File: src/rtl/c2p_pkg.sv
`timescale 1ns / 1ps

package c2p_pkg;

  localparam int unsigned PixW     = 8;
  localparam int unsigned ColourW  = 4;
  localparam int unsigned Planes   = 4;
  localparam int unsigned PlaneW   = 8;
  localparam int unsigned TileRows = 8;
  localparam int unsigned TileCols = 8;
  localparam int unsigned WordW    = Planes * PlaneW;
  localparam int unsigned RowW     = $clog2(TileRows);
  localparam int unsigned ColW     = $clog2(TileCols);
  localparam int unsigned CntW     = RowW + ColW;
  localparam int unsigned IdxW     = 5;

  typedef logic [PixW-1:0]    pix_t;
  typedef logic [ColourW-1:0] colour_t;
  typedef logic [PlaneW-1:0]  byte_t;
  typedef logic [WordW-1:0]   word_t;
  typedef logic [RowW-1:0]    row_t;
  typedef logic [ColW-1:0]    col_t;
  typedef logic [CntW-1:0]    cnt_t;
  typedef logic [IdxW-1:0]    idx_t;

  typedef struct packed {
    logic  en;
    row_t  addr;
    word_t data;
  } ram_wr_t;

endpackage

File: src/rtl/c2p_if.sv
`timescale 1ns / 1ps

interface c2p_pix_if;
  import c2p_pkg::*;

  logic valid;
  logic ready;
  pix_t pixel;

  modport source (output valid, output pixel, input ready);
  modport sink (input valid, input pixel, output ready);
endinterface

interface c2p_tile_if;
  import c2p_pkg::*;

  logic  valid;
  logic  ready;
  byte_t tile_byte;
  idx_t  byte_index;
  logic  last;

  modport source (output valid, output tile_byte, output byte_index, output last, input ready);
  modport sink (input valid, input tile_byte, input byte_index, input last, output ready);
endinterface

File: src/rtl/chunky_to_planar_4bpp_tile.sv
`timescale 1ns / 1ps
// Pixel side: one transaction per cycle while a tile fills (64 transactions).
// The 64th pixel stalls the input; after the ST_READ state, the first tile byte is
// valid in ST_SHOW and the 32 bytes then follow at one per cycle while the sink is
// ready. Reset clears the counters and state; the row store is left as is, since
// every bit is rewritten in each tile.

module chunky_to_planar_4bpp_tile (
  input logic         clk_i,
  input logic         rst_ni,
  c2p_pix_if.sink     pix_i,
  c2p_tile_if.source  tile_o
);
  import c2p_pkg::*;

  typedef enum logic [2:0] {
    ST_FILL = 3'b001,
    ST_READ = 3'b010,
    ST_SHOW = 3'b100
  } state_e;

  state_e  state_q, state_d;
  cnt_t    cnt_q, cnt_d;
  idx_t    k_q, k_d;
  idx_t    k_next;
  logic    pix_acc;
  logic    tile_acc;
  logic    k_last;
  logic    rd_en;
  row_t    rd_addr;
  word_t   rd_data;
  ram_wr_t wr;
  logic [1:0] plane;

  assign pix_i.ready = (state_q == ST_FILL);
  assign pix_acc     = pix_i.valid & pix_i.ready;
  assign tile_acc    = tile_o.valid & tile_o.ready;
  assign k_last      = (k_q == idx_t'(31));
  assign k_next      = k_q + idx_t'(1);

  always_comb begin
    state_d = state_q;
    cnt_d   = cnt_q;
    k_d     = k_q;
    rd_en   = 1'b0;
    rd_addr = cnt_q[CntW-1:ColW];
    case (state_q)
      ST_FILL: begin
        rd_en = pix_acc;
        if (pix_acc) begin
          cnt_d = cnt_q + cnt_t'(1);
          if (cnt_q == '1) begin
            state_d = ST_READ;
          end
        end
      end
      ST_READ: begin
        rd_en   = 1'b1;
        rd_addr = k_q[3:1];
        state_d = ST_SHOW;
      end
      ST_SHOW: begin
        rd_addr = k_next[3:1];
        if (tile_acc) begin
          k_d   = k_next;
          rd_en = !k_last;
          if (k_last) begin
            state_d = ST_FILL;
          end
        end
      end
      default: begin
        state_d = ST_FILL;
      end
    endcase
  end

  always_ff @(posedge clk_i or negedge rst_ni) begin
    if (!rst_ni) begin
      state_q <= ST_FILL;
      cnt_q   <= '0;
      k_q     <= '0;
    end else begin
      state_q <= state_d;
      cnt_q   <= cnt_d;
      k_q     <= k_d;
    end
  end

  c2p_rmw u_rmw (
    .clk_i     (clk_i),
    .rst_ni    (rst_ni),
    .acc_i     (pix_acc),
    .cnt_i     (cnt_q),
    .colour_i  (pix_i.pixel[ColourW-1:0]),
    .rd_data_i (rd_data),
    .wr_o      (wr)
  );

  c2p_ram #(
    .DataW (WordW),
    .Depth (TileRows)
  ) u_ram (
    .clk_i   (clk_i),
    .we_i    (wr.en),
    .waddr_i (wr.addr),
    .wdata_i (wr.data),
    .re_i    (rd_en),
    .raddr_i (rd_addr),
    .rdata_o (rd_data)
  );

  assign plane             = {k_q[4], k_q[0]};
  assign tile_o.valid      = (state_q == ST_SHOW);
  assign tile_o.tile_byte  = rd_data[{plane, 3'b000} +: PlaneW];
  assign tile_o.byte_index = k_q;
  assign tile_o.last       = k_last;

endmodule

File: src/rtl/c2p_ram.sv
`timescale 1ns / 1ps

module c2p_ram #(
  parameter int unsigned DataW = 32,
  parameter int unsigned Depth = 8,
  localparam int unsigned AddrW = (Depth > 1) ? $clog2(Depth) : 1
) (
  input  logic             clk_i,
  input  logic             we_i,
  input  logic [AddrW-1:0] waddr_i,
  input  logic [DataW-1:0] wdata_i,
  input  logic             re_i,
  input  logic [AddrW-1:0] raddr_i,
  output logic [DataW-1:0] rdata_o
);

  logic [DataW-1:0] mem_q [Depth];
  logic [DataW-1:0] rdata_q;

  always_ff @(posedge clk_i) begin
    if (we_i) begin
      mem_q[waddr_i] <= wdata_i;
    end
    if (re_i) begin
      rdata_q <= mem_q[raddr_i];
    end
  end

  assign rdata_o = rdata_q;

endmodule

File: src/rtl/c2p_rmw.sv
`timescale 1ns / 1ps

module c2p_rmw (
  input  logic              clk_i,
  input  logic              rst_ni,
  input  logic              acc_i,
  input  c2p_pkg::cnt_t     cnt_i,
  input  c2p_pkg::colour_t  colour_i,
  input  c2p_pkg::word_t    rd_data_i,
  output c2p_pkg::ram_wr_t  wr_o
);
  import c2p_pkg::*;

  logic    vld_q, vld_d;
  row_t    row_q;
  col_t    col_q;
  colour_t colour_q;
  logic    fvld_q, fvld_d;
  row_t    frow_q;
  word_t   fword_q;
  word_t   base;
  word_t   merged;

  assign vld_d  = acc_i;
  assign fvld_d = vld_q;

  always_ff @(posedge clk_i or negedge rst_ni) begin
    if (!rst_ni) begin
      vld_q  <= 1'b0;
      fvld_q <= 1'b0;
    end else begin
      vld_q  <= vld_d;
      fvld_q <= fvld_d;
    end
  end

  always_ff @(posedge clk_i) begin
    if (acc_i) begin
      row_q    <= cnt_i[CntW-1:ColW];
      col_q    <= cnt_i[ColW-1:0];
      colour_q <= colour_i;
    end
    frow_q  <= row_q;
    fword_q <= merged;
  end

  // forward the previous write, whose entry the RAM read missed
  assign base = (fvld_q && (frow_q == row_q)) ? fword_q : rd_data_i;

  always_comb begin
    merged = base;
    for (int p = 0; p < Planes; p++) begin
      merged[{p[1:0], ~col_q}] = colour_q[p];
    end
  end

  assign wr_o = '{en: vld_q, addr: row_q, data: merged};

endmodule

File: src/flat_wrapper.sv
// flat-port wrapper written by rule: the top's interface ports become plain ports
module chunky_to_planar_4bpp_tile_flat import c2p_pkg::*;
  (clk_i, rst_ni, pix_i_valid, pix_i_pixel, pix_i_ready, tile_o_valid, tile_o_tile_byte, tile_o_byte_index, tile_o_last, tile_o_ready);
  c2p_pix_if pix_i_i ();
  c2p_tile_if tile_o_i ();
  input logic clk_i;
  input logic rst_ni;
  input wire logic [$bits(pix_i_i.valid)-1:0] pix_i_valid;
  input wire logic [$bits(pix_i_i.pixel)-1:0] pix_i_pixel;
  output wire logic [$bits(pix_i_i.ready)-1:0] pix_i_ready;
  output wire logic [$bits(tile_o_i.valid)-1:0] tile_o_valid;
  output wire logic [$bits(tile_o_i.tile_byte)-1:0] tile_o_tile_byte;
  output wire logic [$bits(tile_o_i.byte_index)-1:0] tile_o_byte_index;
  output wire logic [$bits(tile_o_i.last)-1:0] tile_o_last;
  input wire logic [$bits(tile_o_i.ready)-1:0] tile_o_ready;
  assign pix_i_i.valid = pix_i_valid;
  assign pix_i_i.pixel = pix_i_pixel;
  assign pix_i_ready = pix_i_i.ready;
  assign tile_o_valid = tile_o_i.valid;
  assign tile_o_tile_byte = tile_o_i.tile_byte;
  assign tile_o_byte_index = tile_o_i.byte_index;
  assign tile_o_last = tile_o_i.last;
  assign tile_o_i.ready = tile_o_ready;
  chunky_to_planar_4bpp_tile u_core (.clk_i(clk_i), .rst_ni(rst_ni), .pix_i(pix_i_i), .tile_o(tile_o_i));
endmodule
File: config.mk
export PLATFORM = sky130hd
export DESIGN_NAME = chunky_to_planar_4bpp_tile_flat
export DESIGN_NICKNAME = d
export VERILOG_FILES = /design/src/rtl/c2p_pkg.sv /design/src/rtl/c2p_if.sv /design/src/rtl/chunky_to_planar_4bpp_tile.sv /design/src/rtl/c2p_ram.sv /design/src/rtl/c2p_rmw.sv /design/src/flat_wrapper.sv
export SDC_FILE = /design/constraint.sdc
export NUM_CORES = 1
export LEC_CHECK = 0
export BUFFER_PORTS_ARGS = -buffer_cell sky130_fd_sc_hd__buf_2
export CAP_MARGIN = 10
export CORE_MARGIN = 3
export CORE_UTILIZATION = 60
export DETAILED_ROUTE_END_ITERATION = 10
export PLACE_DENSITY = 0.84
export REMOVE_ABC_BUFFERS = 1
export SLEW_MARGIN = 10
export SYNTH_ARGS = -nofsm -noshare
export SYNTH_HDL_FRONTEND = slang
export SYNTH_SLANG_ARGS = --single-unit
File: constraint.sdc
create_clock -name clk_i -period 3.9 [get_ports clk_i]
set_input_delay 0.975 -clock clk_i [delete_from_list [all_inputs] [get_ports clk_i]]
set_output_delay 0.975 -clock clk_i [all_outputs]
set_load 0.1 [all_outputs]
==> flow_summary_export.csv <==
group,metric,value,unit
clock_network,cts_sinks,349,
routing,ant_nets,0,
clock_network,clk_path_buf_depth,3,
synthesis,synthArstFlopShare,4.58,%
critical_path,critPathMaxStageDelay,0.72,ns
timing,fin_crit_sh,82.5,%
synthesis,seq_area_frac_synth,71.4,%
global_routing,antenna_found_initial,0,
die,die_area,0.0253,mm2
clock_network,tritoncts,"done",
timing,slew_viol_final,0,
timing,worstMarginPinSlew,1.20,ns
clock_network,h-tree-depth,2,
routing,drt_wl_total,32400,um
critical_path,critPathKind,"flip-flop to flip-flop",
critical_path,r2r_end,"u_core.u_ram.rdata_o[4]",
critical_path,crit_fanout,18,
clock_network,clockRootBuffer,"clkbuf_16",
critical_path,worstSetupEndpointType,"flip-flop",
synthesis,netlist_area,0.0141,mm2
global_routing,grt_pass1_vias,8664,
power_and_ir_drop,ir_worst_vdd,499,uV
clock_network,numCtsBuffers,35,
die,die_w,159,um
layout,diodes,0,
critical_path,required,4.14,ns
critical_path,worstRegToRegCells,6,
routing,wl_met1,12600,um
critical_path,cp_slowest_cell,"or3_2",
synthesis,synth_edf_count,298,
layout,regArea,0.0101,mm2
power_and_ir_drop,power.density,764,mW/mm2
die,ios,28,
synthesis,synth_warnings,0,
clock_network,worstSkewPairLatency,0.52,ns
placed_design,place.gp.congestion,0.748,
timing,finalSetupViolCount,0,
worst_hold_path,hold_path.class,"input port to asynchronous set/reset pin",
critical_path,endpoint,"u_core.u_ram.rdata_o[4]",
critical_path,path_cells,"nor3b_2, a21boi_1, or3_2, buf_4, a2111oi_0, nor4_1",
placed_design,dpl_cell_area,0.0145,mm2
layout,drive_gt1_share,15.0,%
placed_design,port_buffers,23,
clock_network,path_clk_slew,0.06,ns
placed_design,hpwl,16000,um
die,initial_core_util,61.6,%
layout,fill_cells,1492,
global_routing,grt-ovfl-total,0,
global_routing,track_usage,25.3,%
synthesis,avgSynthCellArea,15.5,um2
critical_path,cp.arrival,3.46,ns
die,die_h,159,um
timing,finalClockSkew,0.0166,ns
timing,whs,0.366,ns
layout,area.growth.synth_to_final,10.8,%
clock_network,cts_setup_buffers,0,
synthesis,netlist_instances,910,
timing,rsz0062_at_grt,"false",
die,core,0.0228,mm2
timing,fin_tns_setup,0,ns
timing,setup_ws,0.684,ns
die,row_count,55,
layout,multi_input_area,0.00371,mm2
critical_path,start_kind,"flip-flop",
clock_network,hold_buffers,0,
clock_network,ctsResizeCount,0,
routing,wire_per_inst,25.9,um
critical_path,r2r_start,"u_core.state_q[2]",
outcome,run_status,"finished clean",
layout,final_core_utilization,68.3,%
critical_path,startpoint,"u_core.state_q[2]",
synthesis,synthFlopType,"edfxtp_1",
routing,dr.pass1.iters,5,
global_routing,grt_pass1_wl,49700,um
placed_design,pre_cts_slack,0.747,ns
power_and_ir_drop,p_leak,0.00554,uW
global_routing,grt_max_degree,129,
layout,fin_nets,925,
routing,drt-initial-drc-count,907,
timing,hold_violations,0,
routing,viasPerCell,6.80,
synthesis,synth.ff_latch_count,349,
timing,max_freq,0.311,GHz
timing,layout_min_cycle_time,3.22,ns
routing,wl_met2,15800,um
routing,num_vias,8497,
critical_path,r2r_slack,0.68,ns
routing,drc,0,
routing,dr.max_layer_used,"met4",
layout,fin_area,0.0156,mm2
synthesis,ys_types,50,
timing,slew_headroom,19.8,%
run,drv_cap,0,
routing,dr_wl_met3,2840,um
## flip-flops by register name (all words and copies together) (netlist names), 3 cells and up
register                  count
u_core.u_ram.rdata_o         32
u_core.u_ram.mem_q          256
u_core.u_rmw.col_q            3
u_core.cnt_q                  6
u_core.tile_o.byte_index      5
u_core.u_rmw.frow_q           3
u_core.u_rmw.colour_q         4
u_core.u_rmw.row_q            3
u_core.state_q                3
u_core.u_rmw.fword_q         32
## cell type report
class                           count  area share [%]
Multi-Input combinational cell    477            23.8
Timing Repair Buffer               47            2.21
Sequential cell                   349            64.4
Tap cell                          313            2.51
Clock buffer                       48            6.33
Clock inverter                     15           0.786
## through the flow
| stage | total power, uW | cells |
|---|---|---|
| finish | 11900 | 1249 |
| global route | 12400 | 1249 |
| CTS | 11900 | 1249 |
| detailed placement | 8630 | 1186 |
| global placement | 8480 | 1186 |
| floorplan | 7600 | 826 |
## how the worst min path moves through the flow
stage / start / slack (ns) / to
floorplan: u_core.u_rmw.fvld_d / 0.38 / u_core.u_rmw.fvld_q
global placement: u_core.u_rmw.fvld_d / 0.38 / u_core.u_rmw.fvld_q
detailed placement: u_core.u_rmw.fvld_d / 0.40 / u_core.u_rmw.fvld_q
CTS: rst_ni / 0.38 / u_core.tile_o.byte_index[4]
global route: rst_ni / 0.39 / u_core.tile_o.byte_index[3]
finish: rst_ni / 0.37 / u_core.tile_o.byte_index[4]
## cell usage after synthesis, drive strengths merged, types with 15 or more instances
library cell  instances  area (um2)
nand2                37         139
clkbuf               48         184
o21ai                29         145
nor4                 32         200
buf                  36         239
and3                131         820
nor2                 16        60.1
a2111oi             128        1200
mux2i                33         330
dfxtp                35         701
edfxtp              298        8950
dfrtp                15         375
## cell families after synthesis
group	after synthesis	share of synthesized area [%]
AOI/OAI and AO/OA	171	10.4
xor gates and xnor gates	12	0.746
adders and majority gates	3	0.267
buffers and inverters	84	3.00
DFF	349	71.4
muxes	44	3.86
and+or+nand+nor	247	10.3
## routing by layer
layer  global-route usage (%)  vias up
met3                     4.32       91
met2                     40.1      462
li1                         -     3739
met5                        0        -
met1                     34.7     4205
met4                     11.8        0
## layout by cell type (no fill, tap or decap), drive strengths merged, types with 3 or more instances in the layout
master,count
a2111oi,128
a21oi,7
and3,131
buf,47
clkbuf,48
clkinv,13
dfrtp,15
dfxtp,35
edfxtp,298
ha,3
mux2,3
mux2i,33
mux4,8
nand2,37
nand2b,4
nand3,3
nor2,16
nor3,7
nor3b,5
nor4,32
o21ai,29
xnor2,8
xor2,4
## worst max-delay path, delay by kind of cell, from the launching register on
family | cells | cell delay [ns]
and+or+nand+nor | 3 | 1.12
buffers and inverters | 1 | 0.33
AOI/OAI and AO/OA | 2 | 0.85
DFF | 1 | 0.62
## power by group
| part | internal (uW) | switching [uW] |
|---|---|---|
| combinational | 789 | 2130 |
| clock | 1910 | 1360 |
| sequential | 5390 | 339 |
(Power assumes the default switching activity.)
